<file path="src/design/uart_rx_idle_timeout_framer_unit_assert.svh">
// ----------------------------------------------------------------------------
// uart_rx_idle_timeout_framer_unit assertion macros
// Concurrent assertion wrappers on clk with synchronous active-low rst_n.
// ----------------------------------------------------------------------------
`ifndef UART_RX_IDLE_TIMEOUT_FRAMER_UNIT_ASSERT_SVH
`define UART_RX_IDLE_TIMEOUT_FRAMER_UNIT_ASSERT_SVH

`ifndef SYNTHESIS

// antecedent implies consequent in the same cycle
`define URX_ASSERT_IMP(lbl, ante, cons, msg) \
  lbl: assert property (@(posedge clk) disable iff (!rst_n) (ante) |-> (cons)) \
    else $error(msg);

// antecedent implies consequent in the next cycle
`define URX_ASSERT_NXT(lbl, ante, cons, msg) \
  lbl: assert property (@(posedge clk) disable iff (!rst_n) (ante) |=> (cons)) \
    else $error(msg);

`else

`define URX_ASSERT_IMP(lbl, ante, cons, msg)
`define URX_ASSERT_NXT(lbl, ante, cons, msg)

`endif

`endif

</file>
<file path="src/design/urx_ito_pkg.sv">
// ----------------------------------------------------------------------------
// urx_ito_pkg
// Shared types and constants of the UART receive idle-timeout framer.
// ----------------------------------------------------------------------------
package urx_ito_pkg;

  localparam int BYTE_W        = 8;
  localparam int FILL_W        = 7;
  localparam int TMO_W         = 16;
  localparam int CFG_IDX_W     = 1;
  localparam int CFG_DATA_W    = 16;
  localparam int DEF_BUF_DEPTH = 64;

  localparam logic [TMO_W-1:0] TMO_RESET = 16'd10;

  typedef enum logic [CFG_IDX_W-1:0] {
    REG_SINGLE_BYTE_MODE = 1'b0,
    REG_FRAME_TIMEOUT    = 1'b1
  } cfg_reg_t;

  typedef enum logic {
    REQ_BYTE = 1'b0,
    REQ_TICK = 1'b1
  } req_kind_t;

  typedef enum logic {
    CMD_SINGLE = 1'b0,
    CMD_DRAIN  = 1'b1
  } cmd_kind_t;

  typedef struct packed {
    cmd_kind_t         kind;
    logic [BYTE_W-1:0] data;
    logic [FILL_W-1:0] cnt;
    logic              drop;
  } cmd_t;

endpackage

</file>
<file path="src/design/uart_rx_idle_timeout_framer_unit.sv">
// ----------------------------------------------------------------------------
// uart_rx_idle_timeout_framer_unit
// Receive-side frame assembler that closes a frame after an idle timeout.
// ----------------------------------------------------------------------------
// Input channel (in_valid/in_ready): each request is a received byte
// (in_req_type = 0) or a 1 ms tick (in_req_type = 1). Output channel
// (out_valid/out_ready): frame bytes with last and overflow marks.
// cfg_wr_en/cfg_index/cfg_wr_data write single_byte_mode (0) and
// frame_timeout (1); the user writes them only while the block is idle, not enforced by the block.
// Requests are taken one per cycle while no frame drains and the two-entry
// command queue has room. In single-byte mode a taken byte is queued and
// then loaded into the output register once that is free. A timeout tick
// starts a drain: the frame store is read one byte at a time (registered
// RAM read while the output register is free, then the output register),
// and intake stays closed until the last byte of the frame is loaded.
// Reset clears the fill count, idle timer, queue, drain state and output
// valid flag and restores the register defaults, but not the frame store.
// A stalled receiver holds the output register: a drain waits, and in
// single-byte mode the queue fills, after which intake closes.
// ----------------------------------------------------------------------------
module uart_rx_idle_timeout_framer_unit import urx_ito_pkg::*; #(
  parameter int BUF_DEPTH = DEF_BUF_DEPTH
) (
  input  logic                  clk,
  input  logic                  rst_n,
  input  logic                  cfg_wr_en,
  input  logic [CFG_IDX_W-1:0]  cfg_index,
  input  logic [CFG_DATA_W-1:0] cfg_wr_data,
  input  logic                  in_valid,
  output logic                  in_ready,
  input  logic                  in_req_type,
  input  logic [BYTE_W-1:0]     in_rx_byte,
  output logic                  out_valid,
  input  logic                  out_ready,
  output logic [BYTE_W-1:0]     out_frame_byte,
  output logic                  out_frame_last,
  output logic                  out_frame_overflow
);

  localparam int AW = (BUF_DEPTH > 1) ? $clog2(BUF_DEPTH) : 1;

  logic              ram_wr_en;
  logic [AW-1:0]     ram_wr_addr;
  logic [BYTE_W-1:0] ram_wr_data;
  logic              ram_rd_en;
  logic [AW-1:0]     ram_rd_addr;
  logic [BYTE_W-1:0] ram_rd_data;
  logic              q_push;
  cmd_t              q_push_cmd;
  logic              q_pop;
  cmd_t              q_head_cmd;
  logic              q_empty;
  logic              q_full;
  logic              drain_done;

  urx_ito_front #(
    .BUF_DEPTH (BUF_DEPTH),
    .AW        (AW)
  ) u_front (
    .clk         (clk),
    .rst_n       (rst_n),
    .cfg_wr_en   (cfg_wr_en),
    .cfg_index   (cfg_index),
    .cfg_wr_data (cfg_wr_data),
    .in_valid    (in_valid),
    .in_ready    (in_ready),
    .in_req_type (in_req_type),
    .in_rx_byte  (in_rx_byte),
    .ram_wr_en   (ram_wr_en),
    .ram_wr_addr (ram_wr_addr),
    .ram_wr_data (ram_wr_data),
    .q_push      (q_push),
    .q_cmd       (q_push_cmd),
    .q_full      (q_full),
    .drain_done  (drain_done)
  );

  urx_ito_cmdq u_cmdq (
    .clk      (clk),
    .rst_n    (rst_n),
    .push     (q_push),
    .push_cmd (q_push_cmd),
    .pop      (q_pop),
    .head_cmd (q_head_cmd),
    .empty    (q_empty),
    .full     (q_full)
  );

  urx_ito_ram #(
    .WIDTH (BYTE_W),
    .DEPTH (BUF_DEPTH),
    .AW    (AW)
  ) u_frame_ram (
    .clk     (clk),
    .wr_en   (ram_wr_en),
    .wr_addr (ram_wr_addr),
    .wr_data (ram_wr_data),
    .rd_en   (ram_rd_en),
    .rd_addr (ram_rd_addr),
    .rd_data (ram_rd_data)
  );

  urx_ito_back #(
    .BUF_DEPTH (BUF_DEPTH),
    .AW        (AW)
  ) u_back (
    .clk                (clk),
    .rst_n              (rst_n),
    .q_cmd              (q_head_cmd),
    .q_empty            (q_empty),
    .q_pop              (q_pop),
    .ram_rd_en          (ram_rd_en),
    .ram_rd_addr        (ram_rd_addr),
    .ram_rd_data        (ram_rd_data),
    .drain_done         (drain_done),
    .out_valid          (out_valid),
    .out_ready          (out_ready),
    .out_frame_byte     (out_frame_byte),
    .out_frame_last     (out_frame_last),
    .out_frame_overflow (out_frame_overflow)
  );

endmodule

</file>
<file path="src/design/urx_ito_ram.sv">
// ----------------------------------------------------------------------------
// urx_ito_ram
// Generic single-write, single-read RAM with registered read data.
// ----------------------------------------------------------------------------
module urx_ito_ram #(
  parameter int WIDTH = 8,
  parameter int DEPTH = 64,
  parameter int AW    = (DEPTH > 1) ? $clog2(DEPTH) : 1
) (
  input  logic             clk,
  input  logic             wr_en,
  input  logic [AW-1:0]    wr_addr,
  input  logic [WIDTH-1:0] wr_data,
  input  logic             rd_en,
  input  logic [AW-1:0]    rd_addr,
  output logic [WIDTH-1:0] rd_data
);

  logic [WIDTH-1:0] mem_r [DEPTH];
  logic [WIDTH-1:0] rd_data_r;

  always_ff @(posedge clk) begin
    if (wr_en) begin
      mem_r[wr_addr] <= wr_data;
    end
    if (rd_en) begin
      rd_data_r <= mem_r[rd_addr];
    end
  end

  assign rd_data = rd_data_r;

endmodule

</file>
<file path="src/design/urx_ito_cmdq.sv">
// ----------------------------------------------------------------------------
// urx_ito_cmdq
// Two-entry command queue between the front and back parts.
// ----------------------------------------------------------------------------
module urx_ito_cmdq import urx_ito_pkg::*; (
  input  logic clk,
  input  logic rst_n,
  input  logic push,
  input  cmd_t push_cmd,
  input  logic pop,
  output cmd_t head_cmd,
  output logic empty,
  output logic full
);

  cmd_t       mem_r [2];
  logic       wr_ptr_r, wr_ptr_nxt;
  logic       rd_ptr_r, rd_ptr_nxt;
  logic [1:0] cnt_r, cnt_nxt;
  logic       do_push, do_pop;

  assign empty    = (cnt_r == 2'd0);
  assign full     = (cnt_r == 2'd2);
  assign do_push  = push && !full;
  assign do_pop   = pop && !empty;
  assign head_cmd = mem_r[rd_ptr_r];

  always_comb begin
    wr_ptr_nxt = wr_ptr_r ^ do_push;
    rd_ptr_nxt = rd_ptr_r ^ do_pop;
    cnt_nxt    = cnt_r + 2'(do_push) - 2'(do_pop);
  end

  always_ff @(posedge clk) begin
    if (!rst_n) begin
      wr_ptr_r <= 1'b0;
      rd_ptr_r <= 1'b0;
      cnt_r    <= 2'd0;
    end else begin
      wr_ptr_r <= wr_ptr_nxt;
      rd_ptr_r <= rd_ptr_nxt;
      cnt_r    <= cnt_nxt;
    end
  end

  always_ff @(posedge clk) begin
    if (do_push) begin
      mem_r[wr_ptr_r] <= push_cmd;
    end
  end

endmodule

</file>
<file path="src/design/urx_ito_front.sv">
// ----------------------------------------------------------------------------
// urx_ito_front
// Request intake: configuration, frame store writes, idle timer, commands.
// ----------------------------------------------------------------------------
`include "uart_rx_idle_timeout_framer_unit_assert.svh"

module urx_ito_front import urx_ito_pkg::*; #(
  parameter int BUF_DEPTH = DEF_BUF_DEPTH,
  parameter int AW        = (BUF_DEPTH > 1) ? $clog2(BUF_DEPTH) : 1
) (
  input  logic                  clk,
  input  logic                  rst_n,
  input  logic                  cfg_wr_en,
  input  logic [CFG_IDX_W-1:0]  cfg_index,
  input  logic [CFG_DATA_W-1:0] cfg_wr_data,
  input  logic                  in_valid,
  output logic                  in_ready,
  input  logic                  in_req_type,
  input  logic [BYTE_W-1:0]     in_rx_byte,
  output logic                  ram_wr_en,
  output logic [AW-1:0]         ram_wr_addr,
  output logic [BYTE_W-1:0]     ram_wr_data,
  output logic                  q_push,
  output cmd_t                  q_cmd,
  input  logic                  q_full,
  input  logic                  drain_done
);

  logic              mode_r;
  logic [TMO_W-1:0]  tmo_r;
  logic [FILL_W-1:0] fill_r, fill_nxt;
  logic [TMO_W-1:0]  idle_r, idle_nxt;
  logic              armed_r, armed_nxt;
  logic              drop_r, drop_nxt;
  logic              busy_r, busy_nxt;
  logic              fire;
  logic [TMO_W-1:0]  idle_inc;

  assign in_ready = !busy_r && !q_full;
  assign fire     = in_valid && in_ready;
  assign idle_inc = idle_r + TMO_W'(1);

  always_comb begin
    fill_nxt    = fill_r;
    idle_nxt    = idle_r;
    armed_nxt   = armed_r;
    drop_nxt    = drop_r;
    busy_nxt    = busy_r && !drain_done;
    ram_wr_en   = 1'b0;
    ram_wr_addr = fill_r[AW-1:0];
    ram_wr_data = in_rx_byte;
    q_push      = 1'b0;
    q_cmd.kind  = CMD_SINGLE;
    q_cmd.data  = in_rx_byte;
    q_cmd.cnt   = fill_r;
    q_cmd.drop  = drop_r;
    if (fire) begin
      if (in_req_type == REQ_BYTE) begin
        if (mode_r) begin
          q_push = 1'b1;
        end else begin
          if (fill_r < FILL_W'(BUF_DEPTH)) begin
            ram_wr_en = 1'b1;
            fill_nxt  = fill_r + FILL_W'(1);
          end else begin
            drop_nxt = 1'b1;
          end
          idle_nxt  = '0;
          armed_nxt = 1'b1;
        end
      end else if (armed_r) begin
        if (idle_inc == tmo_r) begin
          // end of frame: hand the buffered bytes to the back part
          if (fill_r != '0) begin
            q_push     = 1'b1;
            q_cmd.kind = CMD_DRAIN;
            busy_nxt   = 1'b1;
          end
          fill_nxt  = '0;
          idle_nxt  = '0;
          armed_nxt = 1'b0;
          drop_nxt  = 1'b0;
        end else begin
          idle_nxt = idle_inc;
        end
      end
    end
  end

  always_ff @(posedge clk) begin
    if (!rst_n) begin
      mode_r  <= 1'b0;
      tmo_r   <= TMO_RESET;
      fill_r  <= '0;
      idle_r  <= '0;
      armed_r <= 1'b0;
      drop_r  <= 1'b0;
      busy_r  <= 1'b0;
    end else begin
      if (cfg_wr_en) begin
        case (cfg_reg_t'(cfg_index))
          REG_SINGLE_BYTE_MODE: mode_r <= cfg_wr_data[0];
          REG_FRAME_TIMEOUT:    tmo_r  <= cfg_wr_data[TMO_W-1:0];
          default: ;
        endcase
      end
      fill_r  <= fill_nxt;
      idle_r  <= idle_nxt;
      armed_r <= armed_nxt;
      drop_r  <= drop_nxt;
      busy_r  <= busy_nxt;
    end
  end

  `URX_ASSERT_IMP(a_busy_blocks_intake, busy_r, !in_ready, "intake open during drain")
  `URX_ASSERT_IMP(a_fill_bound, 1'b1, fill_r <= FILL_W'(BUF_DEPTH), "fill count past depth")
  `URX_ASSERT_IMP(a_idle_disarmed, !armed_r, idle_r == '0, "idle count runs while disarmed")
  `URX_ASSERT_IMP(a_drain_nonempty, q_push && q_cmd.kind == CMD_DRAIN, q_cmd.cnt != '0,
                  "drain of an empty frame")
  `URX_ASSERT_NXT(a_drain_sets_busy, q_push && q_cmd.kind == CMD_DRAIN, busy_r,
                  "drain issued without busy")

endmodule

</file>
<file path="src/design/urx_ito_back.sv">
// ----------------------------------------------------------------------------
// urx_ito_back
// Command execution: single-byte pass-through and frame drain to the output.
// ----------------------------------------------------------------------------
module urx_ito_back import urx_ito_pkg::*; #(
  parameter int BUF_DEPTH = DEF_BUF_DEPTH,
  parameter int AW        = (BUF_DEPTH > 1) ? $clog2(BUF_DEPTH) : 1
) (
  input  logic              clk,
  input  logic              rst_n,
  input  cmd_t              q_cmd,
  input  logic              q_empty,
  output logic              q_pop,
  output logic              ram_rd_en,
  output logic [AW-1:0]     ram_rd_addr,
  input  logic [BYTE_W-1:0] ram_rd_data,
  output logic              drain_done,
  output logic              out_valid,
  input  logic              out_ready,
  output logic [BYTE_W-1:0] out_frame_byte,
  output logic              out_frame_last,
  output logic              out_frame_overflow
);

  typedef enum logic [2:0] {
    ST_IDLE = 3'b001,
    ST_READ = 3'b010,
    ST_LOAD = 3'b100
  } back_state_t;

  back_state_t       state_r, state_nxt;
  logic [FILL_W-1:0] cnt_r, cnt_nxt;
  logic [FILL_W-1:0] idx_r, idx_nxt;
  logic              drop_r, drop_nxt;
  logic              vld_r, vld_nxt;
  logic [BYTE_W-1:0] byte_r, byte_nxt;
  logic              last_r, last_nxt;
  logic              ovf_r, ovf_nxt;
  logic              slot_free;
  logic              is_last;

  assign slot_free   = !vld_r || out_ready;
  assign is_last     = (idx_r == cnt_r - FILL_W'(1));
  assign ram_rd_addr = idx_r[AW-1:0];

  always_comb begin
    state_nxt  = state_r;
    cnt_nxt    = cnt_r;
    idx_nxt    = idx_r;
    drop_nxt   = drop_r;
    vld_nxt    = vld_r && !out_ready;
    byte_nxt   = byte_r;
    last_nxt   = last_r;
    ovf_nxt    = ovf_r;
    q_pop      = 1'b0;
    ram_rd_en  = 1'b0;
    drain_done = 1'b0;
    case (state_r)
      ST_IDLE: begin
        if (!q_empty) begin
          if (q_cmd.kind == CMD_SINGLE) begin
            if (slot_free) begin
              q_pop    = 1'b1;
              vld_nxt  = 1'b1;
              byte_nxt = q_cmd.data;
              last_nxt = 1'b1;
              ovf_nxt  = 1'b0;
            end
          end else begin
            q_pop     = 1'b1;
            cnt_nxt   = q_cmd.cnt;
            drop_nxt  = q_cmd.drop;
            idx_nxt   = '0;
            state_nxt = ST_READ;
          end
        end
      end
      ST_READ: begin
        if (slot_free) begin
          ram_rd_en = 1'b1;
          state_nxt = ST_LOAD;
        end
      end
      ST_LOAD: begin
        vld_nxt  = 1'b1;
        byte_nxt = ram_rd_data;
        last_nxt = is_last;
        ovf_nxt  = drop_r;
        if (is_last) begin
          drain_done = 1'b1;
          state_nxt  = ST_IDLE;
        end else begin
          idx_nxt   = idx_r + FILL_W'(1);
          state_nxt = ST_READ;
        end
      end
      default: begin
        state_nxt = ST_IDLE;
      end
    endcase
  end

  always_ff @(posedge clk) begin
    if (!rst_n) begin
      state_r <= ST_IDLE;
      vld_r   <= 1'b0;
    end else begin
      state_r <= state_nxt;
      vld_r   <= vld_nxt;
    end
  end

  always_ff @(posedge clk) begin
    cnt_r  <= cnt_nxt;
    idx_r  <= idx_nxt;
    drop_r <= drop_nxt;
    byte_r <= byte_nxt;
    last_r <= last_nxt;
    ovf_r  <= ovf_nxt;
  end

  assign out_valid          = vld_r;
  assign out_frame_byte     = byte_r;
  assign out_frame_last     = last_r;
  assign out_frame_overflow = ovf_r;

endmodule

</file>
<file path="config.mk">
export PLATFORM = sky130hd
export DESIGN_NAME = uart_rx_idle_timeout_framer_unit
export DESIGN_NICKNAME = d
export VERILOG_FILES = /design/src/design/urx_ito_pkg.sv /design/src/design/uart_rx_idle_timeout_framer_unit.sv /design/src/design/urx_ito_ram.sv /design/src/design/urx_ito_cmdq.sv /design/src/design/urx_ito_front.sv /design/src/design/urx_ito_back.sv
export VERILOG_INCLUDE_DIRS = /design/src /design/src/design
export SDC_FILE = /design/constraint.sdc
export NUM_CORES = 1
export LEC_CHECK = 0
export ABC_AREA = 1
export BUFFER_PORTS_ARGS = -buffer_cell sky130_fd_sc_hd__buf_2
export CAP_MARGIN = 40
export CORE_MARGIN = 3
export CORE_UTILIZATION = 30
export CTS_CLUSTER_DIAMETER = 150
export DETAILED_ROUTE_END_ITERATION = 10
export PLACE_DENSITY_LB_ADDON = 0.1
export SKIP_CTS_REPAIR_TIMING = 1
export SYNTH_ARGS = -nofsm -noshare
export SYNTH_HDL_FRONTEND = slang
export SYNTH_SLANG_ARGS = --single-unit
</file>
<file path="constraint.sdc">
create_clock -name clk -period 3.4 [get_ports clk]
set_clock_uncertainty 0.2 [all_clocks]
set_input_delay 0.51 -clock clk [delete_from_list [all_inputs] [get_ports clk]]
set_output_delay 0.51 -clock clk [all_outputs]
set_load 0.01 [all_outputs]
</file>
==> key figures <==
Status
  • Status: finished, violations left
  • Failing checks: hold timing

Synth
  • Mapped Area: between 20000 and 30000 sq um
  • EDFF count, synth: 579
  • Cells after synthesis: 2170
  • Fraction of the mapped netlist area in simple logic gates: 13.14%
  • Sequential-to-total area share from yosys stat: a little under three quarters
  • Adder-cell share of the synthesized area: 0.4384%
  • Post-synthesis compound-gate area fraction: around 11%
  • Seq cells post-synth: 631
  • XOR/XNOR Fraction of Synth Area: less than 1%
  • Unique masters post-synth: between 40 and 50
  • Post-Syn Nets: 2210
  • Ys Warns: 0
  • Post-synth top flop: edfxtp_1
  • Average size of a mapped cell: approximately 12 sq um
  • Fraction of synthesized area in multiplexers: 0%
  • Ys async rst share: 0%
  • Largest family of logic cells by synthesized area: simple AND/OR/NAND/NOR gates

Die
  • Io pins: 43
  • CORE AREA: 84220 sq um
  • Die height: 298.6 microns
  • Initial core utilization: 30.50%
  • Row cnt: 106
  • Full die area: 89170 sq um
  • Die width: 298.6 microns

Setup path
  • Required time of the critical path: about 3500 ps
  • Slowest cell on the critical path: dfxtp_1
  • CP startpoint kind: flip-flop
  • Slowest stage delay, CP: 390 ps
  • Crit path capture type: flip-flop
  • Critical path, cell by cell: ha_1 > nand2_1 > nor2_4 > nand2_1 > nand2_1 > nand3_1 > nand2_1 > nand2_1 > nor2_1 > nand2_1 > nor2_1 > nand2_2 > or2_4 > nand2_1 > ha_1 > buf_4
  • Critical path class: reg2reg
  • Critical Path AT: ~3000 ps
  • Crit path max fanout: 17
  • CP most frequent cell: nand2_1

Power
  • Cell internal pwr: between 0.01 and 0.015 W
  • Cell Pwr Density: 633.9 nW/um^2
  • Sw power: 0.005319 W
  • Maximum VDD drop: 393.7 uV
  • Clock network fraction of total power: between 30% and 40%
  • Lkg Pwr: about 10 nW
  • Final Power: 0.01928 W
  • Flop pwr share: 45.5%
  • Sw frac: between 20 and 30%
  • Combinational share of power: 15.2%

Detailed routing
  • Drt drc: 0
  • Post-DRT Antenna Nets: 0
  • Final wirelength: 75620 microns
  • Vias per cell: 4.897
  • 1st-iter DRT viols: around 1200
  • DR pass1 iterations: 6
  • Via count: 17100
  • DR WL/cell: 21.66 microns

GRT
  • GRT overflow: 0
  • GRT Total Usage: 16.70%
  • Largest net degree at the start of global routing: 88
  • First-pass GRT wire length: between 100000 and 150000 microns
  • Vias in the first global route: 16630
  • Initial antenna violation count: 0

Clocking
  • Num Clock Sinks: 631
  • Clock Path Buffers: 3
  • Clock-pin slew of the registers on the worst-case setup and hold paths: 60 ps
  • CTS H-Tree Depth: 3
  • CTS buffer count: 75
  • Root Buffer: clkbuf_16
  • Clk_lat worst skew: about 610 ps
  • CTS tree: yes

Timing
  • Part of the cycle the worst path needs: 87.54%
  • Hold slack final: -8.002 ps
  • Final worst path period need: 2976 ps
  • Pins Over Slew Limit: 0
  • Setup TNS: 0 ps
  • Fin. Hold Viols: 2
  • RSZ-0062 raised after global routing: false
  • Final setup vio count: 0
  • Fmax: about 0.34 GHz
  • Slew margin rel.: 46.83%
  • Actual slew at the worst max-slew pin: 794.6 ps

Final layout
  • FILL cells: 8208
  • P&R area growth vs syn: 18.39%
  • Layout cells sized above 1: 12.34%
  • NumNets Final: 2345
  • N_diodes: 0

Placed design
  • Detailed placement HPWL: 46990 microns
  • Buffers on Ports: 42
  • Final Wtd Congestion: 0.8117

Run
  • Max cap viols: 0

Min path
  • Hold/Removal Path Class: in2reg
[area by class of cell]
| class | count | area [sq um] | area share, % |
|---|---|---|---|
| Clock buffer | 94 | 1991 | 6.546 |
| Sequential cell | 631 | 18430 | 60.60 |
| Tap cell | 1134 | 1419 | 4.666 |
| Inverter | 75 | 287.8 | 0.9463 |
| Timing Repair Buffer | 184 | 1504 | 4.945 |
| Multi-Input combinational cell | 1338 | 6484 | 21.32 |
| Clock inverter | 36 | 297.8 | 0.9792 |
[cells in the final DEF, fill, tap and decap left out, types with 10 or more instances in the layout]
cell type	count
a31oi_1	13
clkbuf_1	17
o221ai_1	49
xor2_1	10
buf_12	14
a21oi_1	55
o22ai_1	76
inv_1	67
nor2_1	400
nand2_1	252
clkinv_1	18
o211ai_1	16
nand4_1	32
clkinv_2	11
dfxtp_1	52
dlygate4sd3_1	13
buf_2	42
clkbuf_16	77
o21ai_0	282
nand3_1	99
edfxtp_1	579
buf_4	114
[power groups by stage]
stage | Combinational (W) | Sequential (W) | Clock (W)
3_5_place_dp | 0.00298 | 0.00893 | 0
2_1_floorplan | 0.00165 | 0.00892 | 0
4_1_cts | 0.00298 | 0.00877 | 0.00781
5_1_grt | 0.00325 | 0.00878 | 0.00811
3_3_place_gp | 0.00296 | 0.00893 | 0
6_report | 0.00294 | 0.00877 | 0.00757
[flip-flops by register name (all words and copies together) (netlist names), 8 cells and up, named ones only]
signal                 flops
u_cmdq.mem_r              34
u_front.tmo_r             16
u_front.idle_r            16
u_frame_ram.rd_data        8
u_back.out_frame_byte      8
u_frame_ram.mem_r        512
[worst max-delay path: cells and delay by family, from the launching register on]
kind                     cells  cell delay (ps)
adder cells (fa/ha/maj)      2              410
flip-flops                   1              390
AND/OR/NAND/NOR             13             1380
buffers and inverters        1              250
[cells by family after synthesis]
family | after synthesis
buffers and inverters | 201
xor gates and xnor gates | 15
adders and majority gates | 9
AOI/OAI and AO/OA | 500
DFF | 631
and+or+nand+nor | 814
[worst paths after layout]
check,startpoint,to,slack [ps],cells past startpoint
setup / recovery,u_front.idle_r[1],u_cmdq.mem_r[0][14],420,16
hold / removal,cfg_wr_data[7],u_front.tmo_r[7],-8,3
setup reg to reg,u_front.idle_r[1],u_cmdq.mem_r[0][14],420,16
hold reg to reg,u_cmdq.rd_ptr_r,u_cmdq.rd_ptr_r,260,1
[synthesized netlist by cell type, types with 2 or more instances]
master	number	area, sq um
inv_1	69	259.0
clkinv_1	3	11.26
nor2_1	401	1505
buf_1	8	30.03
nand3b_1	7	52.55
edfxtp_1	579	17390
o211ai_1	16	120.1
xnor2_1	5	43.79
nor2_4	4	45.04
nand2_1	252	945.9
buf_2	7	35.03
inv_2	3	11.26
buf_4	2	15.01
clkbuf_1	108	405.4
a21oi_1	55	275.3
nand3_2	2	20.02
o22ai_1	76	475.5
nor2_2	2	12.51
a211oi_1	2	15.01
nor3_1	4	20.02
nand3_1	99	495.5
a31oi_1	13	81.33
nand2_2	4	25.02
dfxtp_1	52	1041
nand4_1	32	200.2
ha_1	9	112.6
o21bai_1	2	15.01
xor2_1	10	87.58
o21ai_0	282	1411
o221ai_1	49	429.2
[layer usage]
metal	GRT usage, %	share of wire (%)	vias to the layer above
li1	-	-	8162
met5	0	0	-
met1	23.95	48	8529
met2	26.88	47	336
met4	3.840	1.4	0
met3	2.296	3.8	75
[through the flow]
| step | area, sq um | worst slack (ps) | hold WS, ps | cells | utilization [%] |
|---|---|---|---|---|---|
| after floorplan | 25690 | 423.3 | 219.2 | 2170 | - |
| after global placement | 27920 | 413.9 | 233.0 | 3345 | 33.15 |
| after detailed placement | 27990 | 441.5 | 243.4 | 3349 | 33.24 |
| after CTS | 30280 | 408.5 | -115.1 | 3479 | 35.95 |
| after global routing | 30410 | 111.5 | 3.356 | 3492 | 36.11 |
| final | 30410 | 423.6 | -8.002 | 3492 | 36.11 |
(Power assumes the default switching activity.)
